===== src/design/vdsg_pkg.sv =====
// ---------------------------------------------------------------------------
// vdsg_pkg
// Types, stroke ROM and glyph table for the vector digit stroke generator.
// ---------------------------------------------------------------------------
package vdsg_pkg;

	localparam int GLYPH_COUNT  = 11;
	localparam int STROKE_COUNT = 86;
	localparam int QUEUE_DEPTH  = 2;

	localparam logic [7:0] CHAR_MINUS = 8'h2D;
	localparam logic [7:0] CHAR_ZERO  = 8'h30;
	localparam logic [7:0] CHAR_NINE  = 8'h39;

	localparam logic [5:0]  GLYPH_HEIGHT = 6'd48;
	localparam logic [5:0]  GLYPH_GAP    = 6'd8;
	localparam logic [15:0] PPU_RESET    = 16'd256;

	typedef enum logic [1:0] {
		OP_MOVE_ABS = 2'd0,
		OP_MOVE_REL = 2'd1,
		OP_DRAW     = 2'd2
	} stroke_op_t;

	typedef struct packed {
		stroke_op_t        op;
		logic signed [6:0] a;
		logic signed [6:0] b;
	} stroke_t;

	typedef struct packed {
		logic [6:0] first;
		logic [4:0] count;
		logic [5:0] width;
	} glyph_t;

	// One queued command from the front end
	typedef struct packed {
		logic               draw;
		logic               known;
		logic [3:0]         gidx;
		logic signed [15:0] cx;
		logic signed [15:0] cy;
		logic               first;
		logic               last;
	} cmd_t;

	localparam glyph_t GLYPHS [0:GLYPH_COUNT-1] = '{
		'{7'd0,  5'd2,  6'd16},
		'{7'd2,  5'd9,  6'd24},
		'{7'd11, 5'd3,  6'd12},
		'{7'd14, 5'd7,  6'd26},
		'{7'd21, 5'd13, 6'd24},
		'{7'd34, 5'd4,  6'd24},
		'{7'd38, 5'd9,  6'd28},
		'{7'd47, 5'd10, 6'd28},
		'{7'd57, 5'd3,  6'd24},
		'{7'd60, 5'd16, 6'd28},
		'{7'd76, 5'd10, 6'd28}
	};

	localparam stroke_t STROKES [0:STROKE_COUNT-1] = '{
		// '-'
		'{OP_MOVE_ABS, 7'sd0, 7'sd20}, '{OP_DRAW, 7'sd16, 7'sd0},
		// '0'
		'{OP_MOVE_ABS, 7'sd8, 7'sd0}, '{OP_DRAW, 7'sd8, 7'sd0},
		'{OP_DRAW, 7'sd8, 7'sd12}, '{OP_DRAW, 7'sd0, 7'sd24},
		'{OP_DRAW, -7'sd8, 7'sd12}, '{OP_DRAW, -7'sd8, 7'sd0},
		'{OP_DRAW, -7'sd8, -7'sd12}, '{OP_DRAW, 7'sd0, -7'sd24},
		'{OP_DRAW, 7'sd8, -7'sd12},
		// '1'
		'{OP_MOVE_ABS, 7'sd0, 7'sd8}, '{OP_DRAW, 7'sd8, -7'sd8},
		'{OP_DRAW, 7'sd0, 7'sd49},
		// '2'
		'{OP_MOVE_ABS, 7'sd0, 7'sd4}, '{OP_DRAW, 7'sd8, -7'sd4},
		'{OP_DRAW, 7'sd8, 7'sd0}, '{OP_DRAW, 7'sd8, 7'sd8},
		'{OP_DRAW, 7'sd0, 7'sd8}, '{OP_DRAW, -7'sd24, 7'sd32},
		'{OP_DRAW, 7'sd26, 7'sd0},
		// '3'
		'{OP_MOVE_ABS, 7'sd0, 7'sd4}, '{OP_DRAW, 7'sd8, -7'sd4},
		'{OP_DRAW, 7'sd8, 7'sd0}, '{OP_DRAW, 7'sd8, 7'sd8},
		'{OP_DRAW, 7'sd0, 7'sd8}, '{OP_DRAW, -7'sd8, 7'sd8},
		'{OP_MOVE_REL, -7'sd8, 7'sd0}, '{OP_DRAW, 7'sd8, 7'sd0},
		'{OP_DRAW, 7'sd8, 7'sd8}, '{OP_DRAW, 7'sd0, 7'sd8},
		'{OP_DRAW, -7'sd8, 7'sd8}, '{OP_DRAW, -7'sd8, 7'sd0},
		'{OP_DRAW, -7'sd8, -7'sd4},
		// '4'
		'{OP_MOVE_ABS, 7'sd24, 7'sd32}, '{OP_DRAW, -7'sd24, 7'sd0},
		'{OP_DRAW, 7'sd20, -7'sd32}, '{OP_DRAW, 7'sd0, 7'sd48},
		// '5'
		'{OP_MOVE_ABS, 7'sd28, 7'sd0}, '{OP_DRAW, -7'sd24, 7'sd0},
		'{OP_DRAW, -7'sd4, 7'sd20}, '{OP_DRAW, 7'sd20, 7'sd0},
		'{OP_DRAW, 7'sd8, 7'sd8}, '{OP_DRAW, 7'sd0, 7'sd12},
		'{OP_DRAW, -7'sd8, 7'sd8}, '{OP_DRAW, -7'sd12, 7'sd0},
		'{OP_DRAW, -7'sd8, -7'sd4},
		// '6'
		'{OP_MOVE_ABS, 7'sd24, 7'sd0}, '{OP_DRAW, -7'sd16, 7'sd0},
		'{OP_DRAW, -7'sd8, 7'sd12}, '{OP_DRAW, 7'sd0, 7'sd24},
		'{OP_DRAW, 7'sd8, 7'sd12}, '{OP_DRAW, 7'sd12, 7'sd0},
		'{OP_DRAW, 7'sd8, -7'sd8}, '{OP_DRAW, 7'sd0, -7'sd8},
		'{OP_DRAW, -7'sd8, -7'sd8}, '{OP_DRAW, -7'sd20, 7'sd0},
		// '7'
		'{OP_MOVE_ABS, 7'sd0, 7'sd0}, '{OP_DRAW, 7'sd24, 7'sd0},
		'{OP_DRAW, -7'sd20, 7'sd49},
		// '8'
		'{OP_MOVE_ABS, 7'sd8, 7'sd24}, '{OP_DRAW, -7'sd8, -7'sd6},
		'{OP_DRAW, 7'sd0, -7'sd12}, '{OP_DRAW, 7'sd8, -7'sd6},
		'{OP_DRAW, 7'sd12, 7'sd0}, '{OP_DRAW, 7'sd8, 7'sd6},
		'{OP_DRAW, 7'sd0, 7'sd12}, '{OP_DRAW, -7'sd8, 7'sd6},
		'{OP_DRAW, -7'sd12, 7'sd0}, '{OP_DRAW, -7'sd8, 7'sd6},
		'{OP_DRAW, 7'sd0, 7'sd12}, '{OP_DRAW, 7'sd8, 7'sd6},
		'{OP_DRAW, 7'sd12, 7'sd0}, '{OP_DRAW, 7'sd8, -7'sd6},
		'{OP_DRAW, 7'sd0, -7'sd12}, '{OP_DRAW, -7'sd8, -7'sd6},
		// '9'
		'{OP_MOVE_ABS, 7'sd28, 7'sd24}, '{OP_DRAW, -7'sd20, 7'sd0},
		'{OP_DRAW, -7'sd8, -7'sd8}, '{OP_DRAW, 7'sd0, -7'sd8},
		'{OP_DRAW, 7'sd8, -7'sd8}, '{OP_DRAW, 7'sd12, 7'sd0},
		'{OP_DRAW, 7'sd8, 7'sd12}, '{OP_DRAW, 7'sd0, 7'sd24},
		'{OP_DRAW, -7'sd8, 7'sd12}, '{OP_DRAW, -7'sd16, 7'sd0}
	};

endpackage


===== src/design/vdsg_ifs.sv =====
// ---------------------------------------------------------------------------
// vdsg channel interfaces
// Valid/ready channels for configuration, input characters and segments.
// ---------------------------------------------------------------------------
interface vdsg_cfg_if;
	logic        valid;
	logic        ready;
	logic [15:0] pixels_per_unit_q8;

	modport source (output valid, output pixels_per_unit_q8, input ready);
	modport sink   (input valid, input pixels_per_unit_q8, output ready);
endinterface

interface vdsg_in_if;
	logic               valid;
	logic               ready;
	logic               req_type;
	logic [7:0]         char_code;
	logic signed [15:0] center_x;
	logic signed [15:0] center_y;
	logic               first_of_string;
	logic               last_of_string;

	modport source (output valid, output req_type, output char_code, output center_x,
		output center_y, output first_of_string, output last_of_string, input ready);
	modport sink   (input valid, input req_type, input char_code, input center_x,
		input center_y, input first_of_string, input last_of_string, output ready);
endinterface

interface vdsg_out_if;
	logic               valid;
	logic               ready;
	logic signed [15:0] x_start;
	logic signed [15:0] y_start;
	logic signed [15:0] x_end;
	logic signed [15:0] y_end;
	logic               last_segment;

	modport source (output valid, output x_start, output y_start, output x_end,
		output y_end, output last_segment, input ready);
	modport sink   (input valid, input x_start, input y_start, input x_end,
		input y_end, input last_segment, output ready);
endinterface


===== src/design/vdsg_front.sv =====
// ---------------------------------------------------------------------------
// vdsg_front
// Accepts characters, maps them to glyphs and queues the work commands.
// ---------------------------------------------------------------------------
module vdsg_front (
	vdsg_in_if.sink         chars,
	input  logic            q_full,
	output logic            push,
	output vdsg_pkg::cmd_t  cmd
);

	logic       known;
	logic [3:0] gidx;
	logic       keep;

	always_comb begin
		known = 1'b0;
		gidx  = '0;
		if (chars.char_code == vdsg_pkg::CHAR_MINUS) begin
			known = 1'b1;
		end else if (chars.char_code inside {[vdsg_pkg::CHAR_ZERO:vdsg_pkg::CHAR_NINE]}) begin
			known = 1'b1;
			gidx  = 4'(chars.char_code - vdsg_pkg::CHAR_ZERO) + 4'd1;
		end
	end

	// Drop items that leave no trace: unknown measures, unknown plain draws
	assign keep = known || (chars.req_type && (chars.first_of_string || chars.last_of_string));

	assign chars.ready = !q_full;
	assign push        = chars.valid && !q_full && keep;

	always_comb begin
		cmd.draw  = chars.req_type;
		cmd.known = known;
		cmd.gidx  = gidx;
		cmd.cx    = chars.center_x;
		cmd.cy    = chars.center_y;
		cmd.first = chars.first_of_string;
		cmd.last  = chars.last_of_string;
	end

endmodule


===== src/design/vdsg_queue.sv =====
// ---------------------------------------------------------------------------
// vdsg_queue
// Two-entry command queue between the front end and the segment engine.
// ---------------------------------------------------------------------------
module vdsg_queue (
	input  logic            clk,
	input  logic            arst_n,
	input  logic            push,
	input  vdsg_pkg::cmd_t  wr_data,
	input  logic            pop,
	output vdsg_pkg::cmd_t  rd_data,
	output logic            full,
	output logic            empty
);

	localparam int PTR_W = $clog2(vdsg_pkg::QUEUE_DEPTH);
	localparam int CNT_W = $clog2(vdsg_pkg::QUEUE_DEPTH + 1);

	vdsg_pkg::cmd_t   mem_q [0:vdsg_pkg::QUEUE_DEPTH-1];
	logic [PTR_W-1:0] wr_ptr_q;
	logic [PTR_W-1:0] rd_ptr_q;
	logic [CNT_W-1:0] cnt_q;

	assign full    = (cnt_q == CNT_W'(vdsg_pkg::QUEUE_DEPTH));
	assign empty   = (cnt_q == '0);
	assign rd_data = mem_q[rd_ptr_q];

	always_ff @(posedge clk) begin
		if (push) begin
			mem_q[wr_ptr_q] <= wr_data;
		end
	end

	always_ff @(posedge clk or negedge arst_n) begin
		if (!arst_n) begin
			wr_ptr_q <= '0;
			rd_ptr_q <= '0;
			cnt_q    <= '0;
		end else begin
			if (push) begin
				wr_ptr_q <= (wr_ptr_q == PTR_W'(vdsg_pkg::QUEUE_DEPTH - 1)) ? '0 : wr_ptr_q + 1'b1;
			end
			if (pop) begin
				rd_ptr_q <= (rd_ptr_q == PTR_W'(vdsg_pkg::QUEUE_DEPTH - 1)) ? '0 : rd_ptr_q + 1'b1;
			end
			if (push && !pop) begin
				cnt_q <= cnt_q + 1'b1;
			end else if (pop && !push) begin
				cnt_q <= cnt_q - 1'b1;
			end
		end
	end

endmodule


===== src/design/vdsg_back.sv =====
// ---------------------------------------------------------------------------
// vdsg_back
// Segment engine: width sum, pen reference, stroke walk and output register.
// ---------------------------------------------------------------------------
module vdsg_back (
	input  logic            clk,
	input  logic            arst_n,
	input  logic [15:0]     ppu,
	input  logic            q_empty,
	input  vdsg_pkg::cmd_t  q_data,
	output logic            pop,
	vdsg_out_if.source      segs
);

	typedef enum logic [5:0] {
		ST_IDLE    = 6'b000001,
		ST_REF_MUL = 6'b000010,
		ST_REF_SUB = 6'b000100,
		ST_GLYPH   = 6'b001000,
		ST_ADV_MUL = 6'b010000,
		ST_ADV_ADD = 6'b100000
	} state_t;

	state_t             state_q;
	vdsg_pkg::cmd_t     cmd_q;
	logic [15:0]        sum_q;
	logic [15:0]        pen_x_q;
	logic [15:0]        pen_y_q;
	logic [24:0]        prod_x_q;
	logic [24:0]        prod_y_q;
	logic [21:0]        adv_prod_q;
	logic [6:0]         idx_q;
	logic [4:0]         cnt_q;
	logic signed [6:0]  ux_q;
	logic signed [6:0]  uy_q;
	logic               v_s1;
	logic               draw_s1;
	logic               last_s1;
	logic [15:0]        px_q;
	logic [15:0]        py_q;
	logic               out_v_q;
	logic signed [15:0] x_start_q;
	logic signed [15:0] y_start_q;
	logic signed [15:0] x_end_q;
	logic signed [15:0] y_end_q;
	logic               last_seg_q;

	vdsg_pkg::glyph_t   q_glyph;
	vdsg_pkg::glyph_t   cur_glyph;
	vdsg_pkg::stroke_t  stk;
	logic [31:0]        sum_prod;
	logic [24:0]        diff_x;
	logic [24:0]        diff_y;
	logic signed [23:0] pp;
	logic signed [23:0] mul_x;
	logic signed [23:0] mul_y;
	logic [23:0]        acc_x;
	logic [23:0]        acc_y;
	logic               out_free;
	logic               s1_go;
	logic               s0_go;
	logic [21:0]        adv_round;

	assign q_glyph   = vdsg_pkg::GLYPHS[q_data.gidx];
	assign cur_glyph = vdsg_pkg::GLYPHS[cmd_q.gidx];
	assign stk       = vdsg_pkg::STROKES[idx_q];

	assign pop = (state_q == ST_IDLE) && !q_empty;

	// Reference corner: floor(c - k * ppu / 2) with ppu in Q8
	assign sum_prod = sum_q * ppu;
	assign diff_x   = {cmd_q.cx, 9'd0} - prod_x_q;
	assign diff_y   = {cmd_q.cy, 9'd0} - prod_y_q;

	// Pixel of the current unit point: floor(ref + u * ppu + 1/2)
	assign pp    = {8'd0, ppu};
	assign mul_x = 24'(ux_q) * pp;
	assign mul_y = 24'(uy_q) * pp;
	assign acc_x = {pen_x_q, 8'd0} + 24'(mul_x) + 24'd128;
	assign acc_y = {pen_y_q, 8'd0} + 24'(mul_y) + 24'd128;

	assign out_free = !out_v_q || segs.ready;
	assign s1_go    = v_s1 && (!draw_s1 || out_free);
	assign s0_go    = (state_q == ST_GLYPH) && (cnt_q != '0) && (!v_s1 || s1_go);

	assign adv_round = adv_prod_q + 22'd128;

	always_ff @(posedge clk or negedge arst_n) begin
		if (!arst_n) begin
			state_q <= ST_IDLE;
			sum_q   <= '0;
			pen_x_q <= '0;
			pen_y_q <= '0;
		end else begin
			case (state_q)
				ST_IDLE: begin
					if (!q_empty) begin
						if (!q_data.draw) begin
							if (q_data.known) begin
								sum_q <= sum_q + 16'(q_glyph.width);
							end
						end else if (q_data.first) begin
							state_q <= ST_REF_MUL;
						end else if (q_data.known) begin
							state_q <= ST_GLYPH;
						end else begin
							state_q <= ST_ADV_ADD;
						end
					end
				end
				ST_REF_MUL: begin
					state_q <= ST_REF_SUB;
				end
				ST_REF_SUB: begin
					pen_x_q <= diff_x[24:9];
					pen_y_q <= diff_y[24:9];
					state_q <= cmd_q.known ? ST_GLYPH : ST_ADV_ADD;
				end
				ST_GLYPH: begin
					if (cnt_q == '0 && !v_s1) begin
						state_q <= ST_ADV_MUL;
					end
				end
				ST_ADV_MUL: begin
					state_q <= ST_ADV_ADD;
				end
				ST_ADV_ADD: begin
					if (cmd_q.known) begin
						pen_x_q <= pen_x_q + 16'(adv_round[21:8]);
					end
					if (cmd_q.last) begin
						sum_q <= '0;
					end
					state_q <= ST_IDLE;
				end
				default: begin
					state_q <= ST_IDLE;
				end
			endcase
		end
	end

	// Datapath holding registers
	always_ff @(posedge clk) begin
		if (pop) begin
			cmd_q <= q_data;
		end
		if (state_q == ST_REF_MUL) begin
			prod_x_q <= sum_prod[24:0];
			prod_y_q <= 25'(ppu * 22'(vdsg_pkg::GLYPH_HEIGHT));
		end
		if (state_q == ST_ADV_MUL) begin
			adv_prod_q <= 22'(cur_glyph.width + vdsg_pkg::GLYPH_GAP) * 22'(ppu);
		end
		if (s0_go) begin
			if (stk.op == vdsg_pkg::OP_MOVE_ABS) begin
				ux_q <= stk.a;
				uy_q <= stk.b;
			end else begin
				ux_q <= ux_q + stk.a;
				uy_q <= uy_q + stk.b;
			end
		end
		if (s1_go) begin
			px_q <= acc_x[23:8];
			py_q <= acc_y[23:8];
		end
		if (s1_go && draw_s1) begin
			x_start_q  <= px_q;
			y_start_q  <= py_q;
			x_end_q    <= acc_x[23:8];
			y_end_q    <= acc_y[23:8];
			last_seg_q <= last_s1;
		end
	end

	// Stroke walk: stage 0 reads the ROM, stage 1 scales into pixels
	always_ff @(posedge clk or negedge arst_n) begin
		if (!arst_n) begin
			idx_q   <= '0;
			cnt_q   <= '0;
			v_s1    <= 1'b0;
			draw_s1 <= 1'b0;
			last_s1 <= 1'b0;
			out_v_q <= 1'b0;
		end else begin
			if (pop) begin
				idx_q <= q_glyph.first;
				cnt_q <= q_glyph.count;
			end else if (s0_go) begin
				idx_q <= idx_q + 1'b1;
				cnt_q <= cnt_q - 1'b1;
			end
			if (s0_go) begin
				v_s1    <= 1'b1;
				draw_s1 <= (stk.op == vdsg_pkg::OP_DRAW);
				last_s1 <= (cnt_q == 5'd1);
			end else if (s1_go) begin
				v_s1 <= 1'b0;
			end
			if (s1_go && draw_s1) begin
				out_v_q <= 1'b1;
			end else if (segs.ready) begin
				out_v_q <= 1'b0;
			end
		end
	end

	assign segs.valid        = out_v_q;
	assign segs.x_start      = x_start_q;
	assign segs.y_start      = y_start_q;
	assign segs.x_end        = x_end_q;
	assign segs.y_end        = y_end_q;
	assign segs.last_segment = last_seg_q;

endmodule


===== src/design/vector_digit_stroke_generator.sv =====
// ---------------------------------------------------------------------------
// vector_digit_stroke_generator
// Stroke-font generator for '-' and '0'..'9' with centered two-pass layout.
// A measure item adds the width of a known glyph to the running sum. A draw
// item walks the glyph's N strokes, where N is its stroke count (2 to 16):
// the stroke ROM is read once per cycle while the output is not stalled,
// and each stroke is scaled by a 7x16 multiply in the following stage. The
// first item of a string passes REF_MUL and REF_SUB to compute the reference
// corner, and ADV_MUL and ADV_ADD advance the pen. A two-entry queue lets
// the input side keep accepting while the engine works, and the segment
// output is registered so a stalled sink only holds the stroke walk.
// The scale register may be written only while the block is idle.
// ---------------------------------------------------------------------------
module vector_digit_stroke_generator (
	input  logic        clk,
	input  logic        arst_n,
	vdsg_cfg_if.sink    cfg,
	vdsg_in_if.sink     chars,
	vdsg_out_if.source  segs
);

	logic           push;
	logic           pop;
	logic           q_full;
	logic           q_empty;
	vdsg_pkg::cmd_t push_cmd;
	vdsg_pkg::cmd_t head_cmd;
	logic [15:0]    ppu_q;

	assign cfg.ready = 1'b1;

	always_ff @(posedge clk or negedge arst_n) begin
		if (!arst_n) begin
			ppu_q <= vdsg_pkg::PPU_RESET;
		end else if (cfg.valid) begin
			ppu_q <= cfg.pixels_per_unit_q8;
		end
	end

	vdsg_front u_front (
		.chars  (chars),
		.q_full (q_full),
		.push   (push),
		.cmd    (push_cmd)
	);

	vdsg_queue u_queue (
		.clk     (clk),
		.arst_n  (arst_n),
		.push    (push),
		.wr_data (push_cmd),
		.pop     (pop),
		.rd_data (head_cmd),
		.full    (q_full),
		.empty   (q_empty)
	);

	vdsg_back u_back (
		.clk     (clk),
		.arst_n  (arst_n),
		.ppu     (ppu_q),
		.q_empty (q_empty),
		.q_data  (head_cmd),
		.pop     (pop),
		.segs    (segs)
	);

endmodule


===== src/flat_wrapper.sv =====
// flat-port wrapper written by rule: the top's interface ports become plain ports
module vector_digit_stroke_generator_flat 
  (clk, arst_n, cfg_valid, cfg_pixels_per_unit_q8, cfg_ready, chars_valid, chars_req_type, chars_char_code, chars_center_x, chars_center_y, chars_first_of_string, chars_last_of_string, chars_ready, segs_valid, segs_x_start, segs_y_start, segs_x_end, segs_y_end, segs_last_segment, segs_ready);
  vdsg_cfg_if cfg_i ();
  vdsg_in_if chars_i ();
  vdsg_out_if segs_i ();
  input  logic clk;
  input  logic arst_n;
  input wire logic [$bits(cfg_i.valid)-1:0] cfg_valid;
  input wire logic [$bits(cfg_i.pixels_per_unit_q8)-1:0] cfg_pixels_per_unit_q8;
  output wire logic [$bits(cfg_i.ready)-1:0] cfg_ready;
  input wire logic [$bits(chars_i.valid)-1:0] chars_valid;
  input wire logic [$bits(chars_i.req_type)-1:0] chars_req_type;
  input wire logic [$bits(chars_i.char_code)-1:0] chars_char_code;
  input wire logic [$bits(chars_i.center_x)-1:0] chars_center_x;
  input wire logic [$bits(chars_i.center_y)-1:0] chars_center_y;
  input wire logic [$bits(chars_i.first_of_string)-1:0] chars_first_of_string;
  input wire logic [$bits(chars_i.last_of_string)-1:0] chars_last_of_string;
  output wire logic [$bits(chars_i.ready)-1:0] chars_ready;
  output wire logic [$bits(segs_i.valid)-1:0] segs_valid;
  output wire logic [$bits(segs_i.x_start)-1:0] segs_x_start;
  output wire logic [$bits(segs_i.y_start)-1:0] segs_y_start;
  output wire logic [$bits(segs_i.x_end)-1:0] segs_x_end;
  output wire logic [$bits(segs_i.y_end)-1:0] segs_y_end;
  output wire logic [$bits(segs_i.last_segment)-1:0] segs_last_segment;
  input wire logic [$bits(segs_i.ready)-1:0] segs_ready;
  assign cfg_i.valid = cfg_valid;
  assign cfg_i.pixels_per_unit_q8 = cfg_pixels_per_unit_q8;
  assign cfg_ready = cfg_i.ready;
  assign chars_i.valid = chars_valid;
  assign chars_i.req_type = chars_req_type;
  assign chars_i.char_code = chars_char_code;
  assign chars_i.center_x = chars_center_x;
  assign chars_i.center_y = chars_center_y;
  assign chars_i.first_of_string = chars_first_of_string;
  assign chars_i.last_of_string = chars_last_of_string;
  assign chars_ready = chars_i.ready;
  assign segs_valid = segs_i.valid;
  assign segs_x_start = segs_i.x_start;
  assign segs_y_start = segs_i.y_start;
  assign segs_x_end = segs_i.x_end;
  assign segs_y_end = segs_i.y_end;
  assign segs_last_segment = segs_i.last_segment;
  assign segs_i.ready = segs_ready;
  vector_digit_stroke_generator u_core (.clk(clk), .arst_n(arst_n), .cfg(cfg_i), .chars(chars_i), .segs(segs_i));
endmodule

===== config.mk =====
export PLATFORM = sky130hd
export DESIGN_NAME = vector_digit_stroke_generator_flat
export DESIGN_NICKNAME = d
export VERILOG_FILES = /design/src/design/vdsg_pkg.sv /design/src/design/vdsg_ifs.sv /design/src/design/vdsg_front.sv /design/src/design/vdsg_queue.sv /design/src/design/vdsg_back.sv /design/src/design/vector_digit_stroke_generator.sv /design/src/flat_wrapper.sv
export SDC_FILE = /design/constraint.sdc
export NUM_CORES = 2
export LEC_CHECK = 0
export CORE_MARGIN = 4
export CORE_UTILIZATION = 66
export CTS_CLUSTER_SIZE = 20
export DETAILED_ROUTE_END_ITERATION = 12
export DONT_BUFFER_PORTS = 1
export PLACE_DENSITY = 0.93
export SLEW_MARGIN = 5
export SYNTH_ARGS = -nofsm -noshare
export SYNTH_HDL_FRONTEND = slang
export SYNTH_SLANG_ARGS = --single-unit

===== constraint.sdc =====
create_clock -name clk -period 6.9 [get_ports clk]
set_input_delay 0.69 -clock clk [delete_from_list [all_inputs] [get_ports clk]]
set_output_delay 0.69 -clock clk [all_outputs]
set_load 0.01 [all_outputs]

==> impl_metrics.env <==
export IMPL_drc_errors=0
export IMPL_path_class="reg2reg"
export IMPL_synth_xor_area_frac=0.0453
export IMPL_run_status="completed"
export IMPL_syn_area_mm2=0.0344
export IMPL_finalCriticalPeriod_ns=6.37
export IMPL_slowest_delay_ns=0.55
export IMPL_post_synth_fa_ha_maj_area_fraction=0.328
export IMPL_cts_htree_levels=2
export IMPL_synth_most_common_cell="inv_1"
export IMPL_grtUsageTotal=0.302
export IMPL_final_util=0.707
export IMPL_cts_resized=0
export IMPL_drv_cap=0
export IMPL_worstPathCellList="buf_4 -> and2_1 -> fa_1 -> inv_1 -> fa_1 -> fa_1 -> inv_1 -> fa_1 -> fa_1 -> inv_1 -> fa_1 -> inv_1 -> ha_1 -> nand3_1 -> o21ai_0 -> o211a_1 -> o21ai_0 -> o311ai_0"
export IMPL_wl_um=84900
export IMPL_drv_slew=0
export IMPL_finalSetupViolCount=0
export IMPL_grt_remaining_overflow=0
export IMPL_grt_pass1_vias=26035
export IMPL_routabilityCongestion=0.953
export IMPL_reg2reg_from="u_core.ppu_q[4]"
export IMPL_end_kind="flop"
export IMPL_grt_pass1_wl_um=136000
export IMPL_antenna_found_initial=5
export IMPL_dr_first_iter_drc_count=2530
export IMPL_arrival_ns=6.67
export IMPL_setup_tns_ns=0
export IMPL_regArea_mm2=0.0108
export IMPL_multiInputGateArea_mm2=0.0213
export IMPL_tightestPinTransition_ns=1.19
export IMPL_nets=4039
export IMPL_cts_made_buffers=40
export IMPL_ys_flop_type="edfxtp_1"
export IMPL_cp_max_fo=28
export IMPL_layout_drive_gt1_share=0.0586
export IMPL_synth_top_cell_area_share=0.249
export IMPL_critPathLaunch="u_core.ppu_q[4]"
export IMPL_cts_hold_buf=1
export IMPL_fp_coreArea_mm2=0.0515
export IMPL_synth_edf_count=285
export IMPL_antenna_left=0
export IMPL_die_w_um=236
export IMPL_synth_area_leaders="edfxtp_1, fa_1, ha_1"
export IMPL_die_area_mm2=0.0559
export IMPL_synth_cell_types=88
export IMPL_fin_skew_ns=0.0203
export IMPL_synth_top_family_by_area="adder cells"
export IMPL_crit_required_ns=7.20
export IMPL_grt_max_degree=90
export IMPL_root_buffer="clkbuf_16"
export IMPL_synth_mux_area_frac=0.0249
export IMPL_ys_seq_area_frac=0.313
export IMPL_worstRegToRegCells=18
export IMPL_cts_num_sinks=374
export IMPL_cp_slowest_cell="fa_1"
export IMPL_synth_compound_area_frac=0.0777
export IMPL_port_buffers=0
export IMPL_netlist_instances=3342
export IMPL_cts_setup_buffers=0
export IMPL_viasPerCell=6.17
export IMPL_placed_cells=3934
export IMPL_start_util=0.668
export IMPL_instances_no_fill=4011
export IMPL_tritoncts="yes"
export IMPL_relSlewSlack=0.204
export IMPL_post_dp_hpwl_um=64200
export IMPL_synthTopCellsByCount="inv_1, fa_1, nand2_1, ha_1, edfxtp_1"
export IMPL_yosys_area_share_simple=0.141
export IMPL_boundaryPins=132
export IMPL_hold_viol_final=0
export IMPL_insertion_delay_ns=0.57
export IMPL_clk_pin_slew_ns=0.06
export IMPL_timing_final_crit_share=0.924
export IMPL_wl_per_cell_um=21.2
export IMPL_dr_pass1_iters=6
export IMPL_fin_hold_ws_ns=0.0522
export IMPL_vias=24731
export IMPL_rsz0062_at_grt="false"
export IMPL_hold_path_class="in2async"
export IMPL_r2r_slack_ns=0.53
export IMPL_cpMostUsedCell="fa_1"
export IMPL_yosysWarnings=0
export IMPL_area_growth_pct=5.85
export IMPL_ys_async_sr_fraction=0.238
export IMPL_yosysTopAreaCell="edfxtp_1"
export IMPL_nFillCells=3404
export IMPL_die_y_um=236
export IMPL_max_freq_mhz=157
export IMPL_reg2reg_to="u_core.u_back.prod_x_q[23]"
export IMPL_syn_avg_cell_area_um2=10.3
export IMPL_synth_seq_cells=374
export IMPL_num_rows=83
export IMPL_start_kind="flop"
export IMPL_clockBufferDepth=3
==> cell families after synthesis <==
family                   after synthesis
XOR/XNOR                             178
AO/OA/AOI/OAI                        413
adder cells (fa/ha/maj)              678
buffers and inverters                628
flip-flops                           374
AND/OR/NAND/NOR                      992
multiplexers                          77
other                                  2
==> worst max-delay path, delay by kind of cell (launching register included) <==
family	cells	cell delay, ns
buffers and inverters	5	0.53
and+or+nand+nor	2	0.31
AOI/OAI and AO/OA	4	1.32
DFF	1	0.49
adders and majority gates	7	3.44
==> registers in the layout (all words and copies together) (netlist names), 6 cells and up <==
register,flops
u_core.u_back.px_q,16
u_core.u_back.uy_q,7
u_core.u_back.segs.x_start,16
u_core.u_back.pen_x_q,16
u_core.u_back.pen_y_q,16
u_core.ppu_q,16
u_core.u_back.state_q,6
u_core.u_queue.mem_q,80
u_core.u_back.prod_x_q,24
u_core.u_back.segs.y_start,16
u_core.u_back.segs.y_end,16
u_core.u_back.prod_y_q,18
u_core.u_back.sum_q,15
u_core.u_back.adv_prod_q,15
u_core.u_back.idx_q,7
u_core.u_back.segs.x_end,16
u_core.u_back.cmd_q,38
u_core.u_back.py_q,16
u_core.u_back.ux_q,6
==> per-layer routing <==
metal  global-route usage  part of all wire  vias to the layer above
met5                    0           0.00034                        -
met4                0.137             0.051                        4
met3               0.0644             0.098                      325
met2                0.508              0.48                     1388
met1                0.379              0.37                    12172
li1                     -                 -                    10842
==> area by class of cell <==
cell class / count / share of cell area
Timing Repair Buffer: 39 / 0.00859
Inverter: 489 / 0.0505
Clock inverter: 23 / 0.00567
Antenna cell: 4 / 0.000275
Tap cell: 680 / 0.0234
Multi-Input combinational cell: 2353 / 0.586
Clock buffer: 49 / 0.0295
Sequential cell: 374 / 0.296
==> stage by stage <==
stage	instance area, um2	setup WS (ns)
finish	36400	0.528
floorplan	34500	1.14
global route	36400	0.317
global placement	35100	0.829
CTS	36400	0.625
detailed placement	35100	0.712
==> worst max path at each step <==
stage | end | slack (ns)
after floorplan | u_core.u_back.prod_x_q[24] | 1.14
after global routing | u_core.u_back.prod_x_q[23] | 0.32
after detailed placement | u_core.u_back.prod_x_q[24] | 0.71
final | u_core.u_back.prod_x_q[23] | 0.53
after global placement | u_core.u_back.prod_x_q[24] | 0.83
after CTS | u_core.u_back.prod_x_q[24] | 0.63
==> layout by cell type (no fill, tap or decap), types with 8 or more instances in the layout <==
| master | instances |
|---|---|
| o21ai_0 | 102 |
| mux2_2 | 59 |
| nor4_1 | 9 |
| fa_1 | 375 |
| a21oi_1 | 108 |
| xnor2_1 | 109 |
| edfxtp_1 | 285 |
| o211ai_1 | 10 |
| and2_1 | 225 |
| nor2b_1 | 28 |
| o22ai_1 | 10 |
| buf_4 | 38 |
| or3_1 | 9 |
| conb_1 | 15 |
| nand2b_1 | 39 |
| nor2_1 | 156 |
| o21a_1 | 21 |
| a21o_1 | 29 |
| nand4_1 | 13 |
| inv_1 | 485 |
| nor3_1 | 45 |
| nand2_1 | 371 |
| a211oi_1 | 22 |
| dfrtp_1 | 86 |
| nand3_1 | 42 |
| and3_1 | 19 |
| clkinv_1 | 8 |
| mux2i_1 | 17 |
| o21bai_1 | 15 |
| xor2_1 | 69 |
| clkbuf_16 | 41 |
| ha_1 | 303 |
| a31oi_1 | 20 |
Power is not shown: default switching activity piles up to over one toggle a cycle in this logic, so the estimate is an artifact.
